## src/sdp_pkg.sv

```systemverilog
package sdp_pkg;

	// Parser phases
	typedef enum logic [1:0] {
		PH_LEAD   = 2'd0,
		PH_SIGN   = 2'd1,
		PH_DIGITS = 2'd2,
		PH_FAILED = 2'd3
	} phase_t;

	// Parser state carried from one byte to the next
	typedef struct packed {
		phase_t      phase;
		logic        neg;
		logic [32:0] mag;
		logic [3:0]  count;
	} parse_state_t;

	localparam parse_state_t STATE_RESET = '{phase: PH_LEAD, neg: 1'b0, mag: '0, count: '0};

	// Character codes
	localparam logic [7:0] CHAR_TERM  = 8'h00;
	localparam logic [7:0] CHAR_SPACE = 8'h20;
	localparam logic [7:0] CHAR_MINUS = 8'h2d;
	localparam logic [7:0] CHAR_ZERO  = 8'h30;
	localparam logic [7:0] CHAR_NINE  = 8'h39;

	// Magnitude limits, sized to the product width
	localparam logic [35:0] POS_LIMIT = 36'd2147483647;
	localparam logic [35:0] NEG_LIMIT = 36'd2147483648;
	localparam logic [32:0] MAG_ONE   = 33'd1;

endpackage

```

## src/sdp_char_if.sv

```systemverilog
interface sdp_char_if;
	logic       valid;
	logic       ready;
	logic [7:0] char_code;

	modport source (output valid, output char_code, input ready);
	modport sink   (input valid, input char_code, output ready);
endinterface

```

## src/sdp_result_if.sv

```systemverilog
interface sdp_result_if;
	logic               valid;
	logic               ready;
	logic               parse_ok;
	logic signed [31:0] seed_value;

	modport source (output valid, output parse_ok, output seed_value, input ready);
	modport sink   (input valid, input parse_ok, input seed_value, output ready);
endinterface

```

## src/signed_decimal_int32_parser.sv

```systemverilog
// Signed decimal parser: takes one character byte per request and, on each zero
// byte, returns one result holding parse_ok and the signed 32-bit value (zero when
// the string is rejected: empty, lone minus, stray character, more than MAX_DIGITS
// digits, out of range, or minus one). One byte is accepted every cycle unless the
// input register is stalled; the byte is held in the input register, then the parser
// state and the result register are updated from it, so a result is offered from the
// result register once its zero byte leaves the input register. A result waiting at
// the output stalls the next zero byte in the input register, and the bytes behind
// it, until the result is taken; bytes ahead of that zero byte keep flowing.
module signed_decimal_int32_parser #(
	parameter int MAX_DIGITS = 10
) (
	input  logic                clk,
	input  logic                arst_n,
	sdp_char_if.sink            char_ch,
	sdp_result_if.source        result_ch
);

	logic                  valid_s1;
	logic [7:0]            char_s1;
	sdp_pkg::parse_state_t state_q;
	sdp_pkg::parse_state_t state_d;
	logic                  term_s1;
	logic                  ok_d;
	logic signed [31:0]    value_d;
	logic                  out_valid_q;
	logic                  ok_q;
	logic signed [31:0]    value_q;
	logic                  out_free;
	logic                  advance;

	sdp_step #(.MAX_DIGITS(MAX_DIGITS)) u_step (
		.state_cur  (state_q),
		.char_code  (char_s1),
		.state_nxt  (state_d),
		.is_term    (term_s1),
		.parse_ok   (ok_d),
		.seed_value (value_d)
	);

	// Handshake: a terminator moves on only when the result slot is free
	assign out_free      = !out_valid_q || result_ch.ready;
	assign advance       = valid_s1 && (!term_s1 || out_free);
	assign char_ch.ready = !valid_s1 || advance;

	// Input register
	always_ff @(posedge clk or negedge arst_n) begin
		if (!arst_n) begin
			valid_s1 <= 1'b0;
		end else if (char_ch.ready) begin
			valid_s1 <= char_ch.valid;
		end
	end

	always_ff @(posedge clk) begin
		if (char_ch.ready && char_ch.valid) begin
			char_s1 <= char_ch.char_code;
		end
	end

	// Parser state
	always_ff @(posedge clk or negedge arst_n) begin
		if (!arst_n) begin
			state_q <= sdp_pkg::STATE_RESET;
		end else if (advance) begin
			state_q <= state_d;
		end
	end

	// Result register
	always_ff @(posedge clk or negedge arst_n) begin
		if (!arst_n) begin
			out_valid_q <= 1'b0;
		end else if (advance && term_s1) begin
			out_valid_q <= 1'b1;
		end else if (result_ch.ready) begin
			out_valid_q <= 1'b0;
		end
	end

	always_ff @(posedge clk) begin
		if (advance && term_s1) begin
			ok_q    <= ok_d;
			value_q <= value_d;
		end
	end

	assign result_ch.valid      = out_valid_q;
	assign result_ch.parse_ok   = ok_q;
	assign result_ch.seed_value = value_q;

endmodule

```

## src/sdp_step.sv

```systemverilog
module sdp_step #(
	parameter int MAX_DIGITS = 10
) (
	input  sdp_pkg::parse_state_t state_cur,
	input  logic [7:0]            char_code,
	output sdp_pkg::parse_state_t state_nxt,
	output logic                  is_term,
	output logic                  parse_ok,
	output logic signed [31:0]    seed_value
);

	localparam logic [3:0] MaxCount = 4'(MAX_DIGITS);

	logic        is_digit;
	logic [3:0]  digit;
	logic [35:0] next_mag;
	logic [35:0] limit;
	logic        digit_fail;
	logic        ok;

	// Character class and digit value
	assign is_term  = (char_code == sdp_pkg::CHAR_TERM);
	assign is_digit = (char_code >= sdp_pkg::CHAR_ZERO) && (char_code <= sdp_pkg::CHAR_NINE);
	assign digit    = 4'(char_code - sdp_pkg::CHAR_ZERO);

	// mag * 10 + digit as shift-add
	assign next_mag = {state_cur.mag, 3'b000} + {2'b00, state_cur.mag, 1'b0} + {32'd0, digit};
	assign limit    = state_cur.neg ? sdp_pkg::NEG_LIMIT : sdp_pkg::POS_LIMIT;
	assign digit_fail = (state_cur.count >= MaxCount) || (next_mag > limit);

	// Result on terminator; minus one is rejected
	assign ok = (state_cur.phase == sdp_pkg::PH_DIGITS) &&
		!(state_cur.neg && (state_cur.mag == sdp_pkg::MAG_ONE));
	assign parse_ok = ok;

	always_comb begin
		if (!ok) begin
			seed_value = '0;
		end else if (state_cur.neg) begin
			seed_value = 32'sd0 - $signed(state_cur.mag[31:0]);
		end else begin
			seed_value = $signed(state_cur.mag[31:0]);
		end
	end

	// Next state
	always_comb begin
		state_nxt = state_cur;
		if (is_term) begin
			state_nxt = sdp_pkg::STATE_RESET;
		end else begin
			unique case (state_cur.phase)
				sdp_pkg::PH_LEAD: begin
					if (char_code == sdp_pkg::CHAR_SPACE) begin
						state_nxt = state_cur;
					end else if (char_code == sdp_pkg::CHAR_MINUS) begin
						state_nxt.neg   = 1'b1;
						state_nxt.phase = sdp_pkg::PH_SIGN;
					end else if (is_digit && !digit_fail) begin
						state_nxt.mag   = next_mag[32:0];
						state_nxt.count = state_cur.count + 4'd1;
						state_nxt.phase = sdp_pkg::PH_DIGITS;
					end else begin
						state_nxt.phase = sdp_pkg::PH_FAILED;
					end
				end
				sdp_pkg::PH_SIGN, sdp_pkg::PH_DIGITS: begin
					if (is_digit && !digit_fail) begin
						state_nxt.mag   = next_mag[32:0];
						state_nxt.count = state_cur.count + 4'd1;
						state_nxt.phase = sdp_pkg::PH_DIGITS;
					end else begin
						state_nxt.phase = sdp_pkg::PH_FAILED;
					end
				end
				sdp_pkg::PH_FAILED: begin
					state_nxt = state_cur;
				end
				default: begin
					state_nxt = state_cur;
				end
			endcase
		end
	end

endmodule

```

## src/flat_wrapper.sv

```systemverilog
// flat-port wrapper written by rule: the top's interface ports become plain ports
module signed_decimal_int32_parser_flat 
#(
	parameter int MAX_DIGITS = 10
)
  (clk, arst_n, char_ch_valid, char_ch_char_code, char_ch_ready, result_ch_valid, result_ch_parse_ok, result_ch_seed_value, result_ch_ready);
  sdp_char_if char_ch_i ();
  sdp_result_if result_ch_i ();
  input  logic clk;
  input  logic arst_n;
  input wire logic [$bits(char_ch_i.valid)-1:0] char_ch_valid;
  input wire logic [$bits(char_ch_i.char_code)-1:0] char_ch_char_code;
  output wire logic [$bits(char_ch_i.ready)-1:0] char_ch_ready;
  output wire logic [$bits(result_ch_i.valid)-1:0] result_ch_valid;
  output wire logic [$bits(result_ch_i.parse_ok)-1:0] result_ch_parse_ok;
  output wire logic [$bits(result_ch_i.seed_value)-1:0] result_ch_seed_value;
  input wire logic [$bits(result_ch_i.ready)-1:0] result_ch_ready;
  assign char_ch_i.valid = char_ch_valid;
  assign char_ch_i.char_code = char_ch_char_code;
  assign char_ch_ready = char_ch_i.ready;
  assign result_ch_valid = result_ch_i.valid;
  assign result_ch_parse_ok = result_ch_i.parse_ok;
  assign result_ch_seed_value = result_ch_i.seed_value;
  assign result_ch_i.ready = result_ch_ready;
  signed_decimal_int32_parser #(.MAX_DIGITS(MAX_DIGITS)) u_core (.clk(clk), .arst_n(arst_n), .char_ch(char_ch_i), .result_ch(result_ch_i));
endmodule
```

## config.mk

```make
export PLATFORM = sky130hd
export DESIGN_NAME = signed_decimal_int32_parser_flat
export DESIGN_NICKNAME = d
export VERILOG_FILES = /design/src/sdp_pkg.sv /design/src/sdp_char_if.sv /design/src/sdp_result_if.sv /design/src/signed_decimal_int32_parser.sv /design/src/sdp_step.sv /design/src/flat_wrapper.sv
export SDC_FILE = /design/constraint.sdc
export NUM_CORES = 1
export LEC_CHECK = 0
export ABC_AREA = 1
export BUFFER_PORTS_ARGS = -buffer_cell sky130_fd_sc_hd__clkbuf_2
export CELL_PAD_IN_SITES_DETAIL_PLACEMENT = 1
export CELL_PAD_IN_SITES_GLOBAL_PLACEMENT = 1
export CORE_UTILIZATION = 46
export CTS_CLUSTER_DIAMETER = 100
export DETAILED_ROUTE_END_ITERATION = 8
export PLACE_DENSITY_LB_ADDON = 0.1
export SLEW_MARGIN = 20
export SYNTH_ARGS = -nofsm -noshare
export SYNTH_HDL_FRONTEND = slang
export SYNTH_SLANG_ARGS = --single-unit
```

## constraint.sdc

```tcl
create_clock -name clk -period 4.7 [get_ports clk]
set_input_delay 0.235 -clock clk [delete_from_list [all_inputs] [get_ports clk]]
set_output_delay 0.235 -clock clk [all_outputs]
set_load 0.05 [all_outputs]
```

==> results_dict.tcl <==
set metrics [dict create \
    status "complete, no violations" \
    multi_input_area_sq_um 4563 \
    grt_max_degree 43 \
    cp_data_arrival_time_ps 4730 \
    maxSlewHeadroom_pct 48.81 \
    crit_fanout 12 \
    setup_viol 0 \
    maxSlewViolCount 0 \
    start_util_pct 47.41 \
    netlist_area_sq_um 7234 \
    required_ps 4990 \
    max_stage_delay_ps 560 \
    max_freq_mhz 225.0 \
    yosys_warnings 0 \
    ys_ff_latch 83 \
    mostFrequentLayoutCell "nand2_1" \
    synth_nets 1060 \
    post-dp-hpwl_um 16620 \
    fin_setup_tns_ps 0 \
    peakVddDrop_mv 0.1542 \
    wl_um 21600 \
    ctsHtreeMaxLevel 3 \
    cts_tree "built" \
    grt_pass1_vias 6953 \
    avgRoutedWirePerCell_um 17.79 \
    register_area_sq_um 2286 \
    drtIter0Drc 397 \
    critPathLaunchType "flop" \
    drc 0 \
    clk_pin_slew_ps 60 \
    post_synth_num_cell_types 48 \
    clock_skew_ps 12.14 \
    powerDensity_nw_per_um2 212.1 \
    final_core_util_pct 53.19 \
    period_share_pct 94.56 \
    worstMarginPinSlew_ps 763.1 \
    viasPerCell 5.535 \
    num_antenna_cells 0 \
    seq_area_frac_synth_pct 31.55 \
    worstSetupPathType "flop to flop" \
    clk_latency_ps 350 \
    num_vias 6719 \
    dr.pass1.iters 4 \
    hp-class "input pin to flop" \
    endpoint_kind "flop" \
    overflow 0 \
    hold_ws_ps 60.70 \
    port_buffers 46 \
    layout_common_cells "212 x nand2_1, 110 x nor2_1, 104 x ha_1, 100 x nand3_1, 80 x inv_1" \
    slowest_stage "fa_1" \
    root_buffer "clkbuf_16" \
    final-hold-violation-count 0 \
    grt_pass1_wl_um 35240 \
    nFillCells 1936 \
    fin_nets 1116 \
    yosys-top-cells-area "ha_1 18%, edfxtp_1 17%, dfrtp_1 15%" \
    crit_top_cell "nand2_1" \
    antenna_found_initial 0 \
    syn_area_per_cell_sq_um 7.680 \
    clock_sinks 83 \
    synth_top_area_share_pct 17.99 \
    postSynthCellCount 942 \
    layout-drive-gt1-share_pct 11.57 \
    p_leak_nw 4.295 \
    die_h_um 127.4 \
    cap_viol_max_count 0 \
    post-route-min-period_ps 4444 \
    fp.dieArea_sq_um 16230 \
    die_x_um 127.4 \
    gp_congestion 0.9414 \
    coreArea_sq_um 15260 \
    final_antenna_net_count 0 \
    cts_buffers 9 \
    grt_usage_pct 27.93 \
    clockBufferDepth 2 \
    area_delta_synth_final_pct 12.19 \
    io_pins 47 \
    row_count 45 \
    yosys.area.top_type "ha_1" \
]
report_power, final:
part / total, mW / leakage, nW / internal, mW / switching, mW
clock network: 0.678 / 0.129 / 0.372 / 0.307
registers: 0.795 / 0.887 / 0.779 / 0.0156
logic: 0.249 / 3.28 / 0.0638 / 0.185
synth_stat cells, drive strengths merged:
cell type,instances
clkinv,1
a211oi,1
xnor2,9
o21a,2
ha,104
a221oi,1
nor3,14
nand3b,1
clkbuf,7
o21ai,40
nor4b,1
a21oi,72
edfxtp,41
dfrtp,42
fa,2
o31ai,2
o2111a,1
nand3,102
nor4,11
a31oi,4
o21bai,5
a31o,1
inv,86
nand4,10
nand2,221
or2,3
buf,11
o22ai,2
nor2,113
a21o,4
xor2,27
a21boi,1
worst max-delay path: cells and delay by family, from the launching register on:
kind                       cells  cell delay (ps)
and+or+nand+nor               15             1600
adders and majority gates      3             1250
AOI/OAI and AO/OA              4              570
DFF                            1              430
buffers and inverters          3              330
xor gates and xnor gates       1              170
flip-flops by register name, indices dropped and copies added (netlist names):
register                     cells
u_core.result_ch.seed_value     32
u_core.state_q                  40
u_core.valid_s1                  1
u_core.result_ch.parse_ok        1
u_core.result_ch.valid           1
u_core.char_s1                   8
layer usage:
metal / up-vias / part of all wire (%) / global-route usage, %
met2: 119 / 47 / 48.12
met5: - / 0 / 0
met3: 25 / 3.2 / 3.518
met1: 3258 / 48 / 37.32
li1: 3317 / - / -
met4: 0 / 1.5 / 6.232
stage by stage:
| stage | setup WS (ps) | cells | area, sq um | power [mW] |
|---|---|---|---|---|
| 2_1_floorplan | 765.8 | 942 | 7234 | 0.9681 |
| 3_3_place_gp | 205.4 | 1195 | 7749 | 1.045 |
| 3_5_place_dp | 59.79 | 1195 | 7749 | 1.052 |
| 4_1_cts | 67.71 | 1212 | 8038 | 1.734 |
| 5_1_grt | -12.08 | 1214 | 8117 | 1.794 |
| 6_report | 255.6 | 1214 | 8117 | 1.722 |
logic make-up (layout without fill, tap and decap cells):
kind of cell,count (synthesis),after routing,synth area share [%]
AND/OR/NAND/NOR,476,476,29.19
AO/OA/AOI/OAI,136,136,10.48
adder cells (fa/ha/maj),106,106,18.54
buffers and inverters,105,166,5.880
flip-flops,83,83,31.55
XOR/XNOR,36,36,4.358
path summary, 6_finish.rpt:
kind / from / to / slack [ps] / cells after the start
max: u_core.char_s1[3] / u_core.state_q[7] / 260 / 26
max reg2reg: u_core.char_s1[3] / u_core.state_q[7] / 260 / 26
min: char_ch_char_code[0] / u_core.char_s1[0] / 60 / 1
max in group asynchronous: arst_n / u_core.state_q[37] / 3690 / 3
min in group asynchronous: arst_n / u_core.state_q[25] / 520 / 3
min reg2reg: u_core.char_s1[0] / u_core.state_q[4] / 510 / 2
final cells by class:
type | instances | area share (%)
multi-input combinational | 754 | 56.22
clock inverter | 6 | 0.4933
tap | 211 | 3.253
clock buffer | 10 | 2.944
inverter | 87 | 4.023
timing repair buffer | 63 | 4.902
sequential | 83 | 28.16
repair_timing:
item,4_1_cts,5_1_grt
hold buffers,1,0
resized for setup,0,13
setup buffers,0,1
endpoints found under the setup margin,0,38
endpoints found under the hold margin,32,0
No activity file was read; power rests on OpenSTA's default activity.
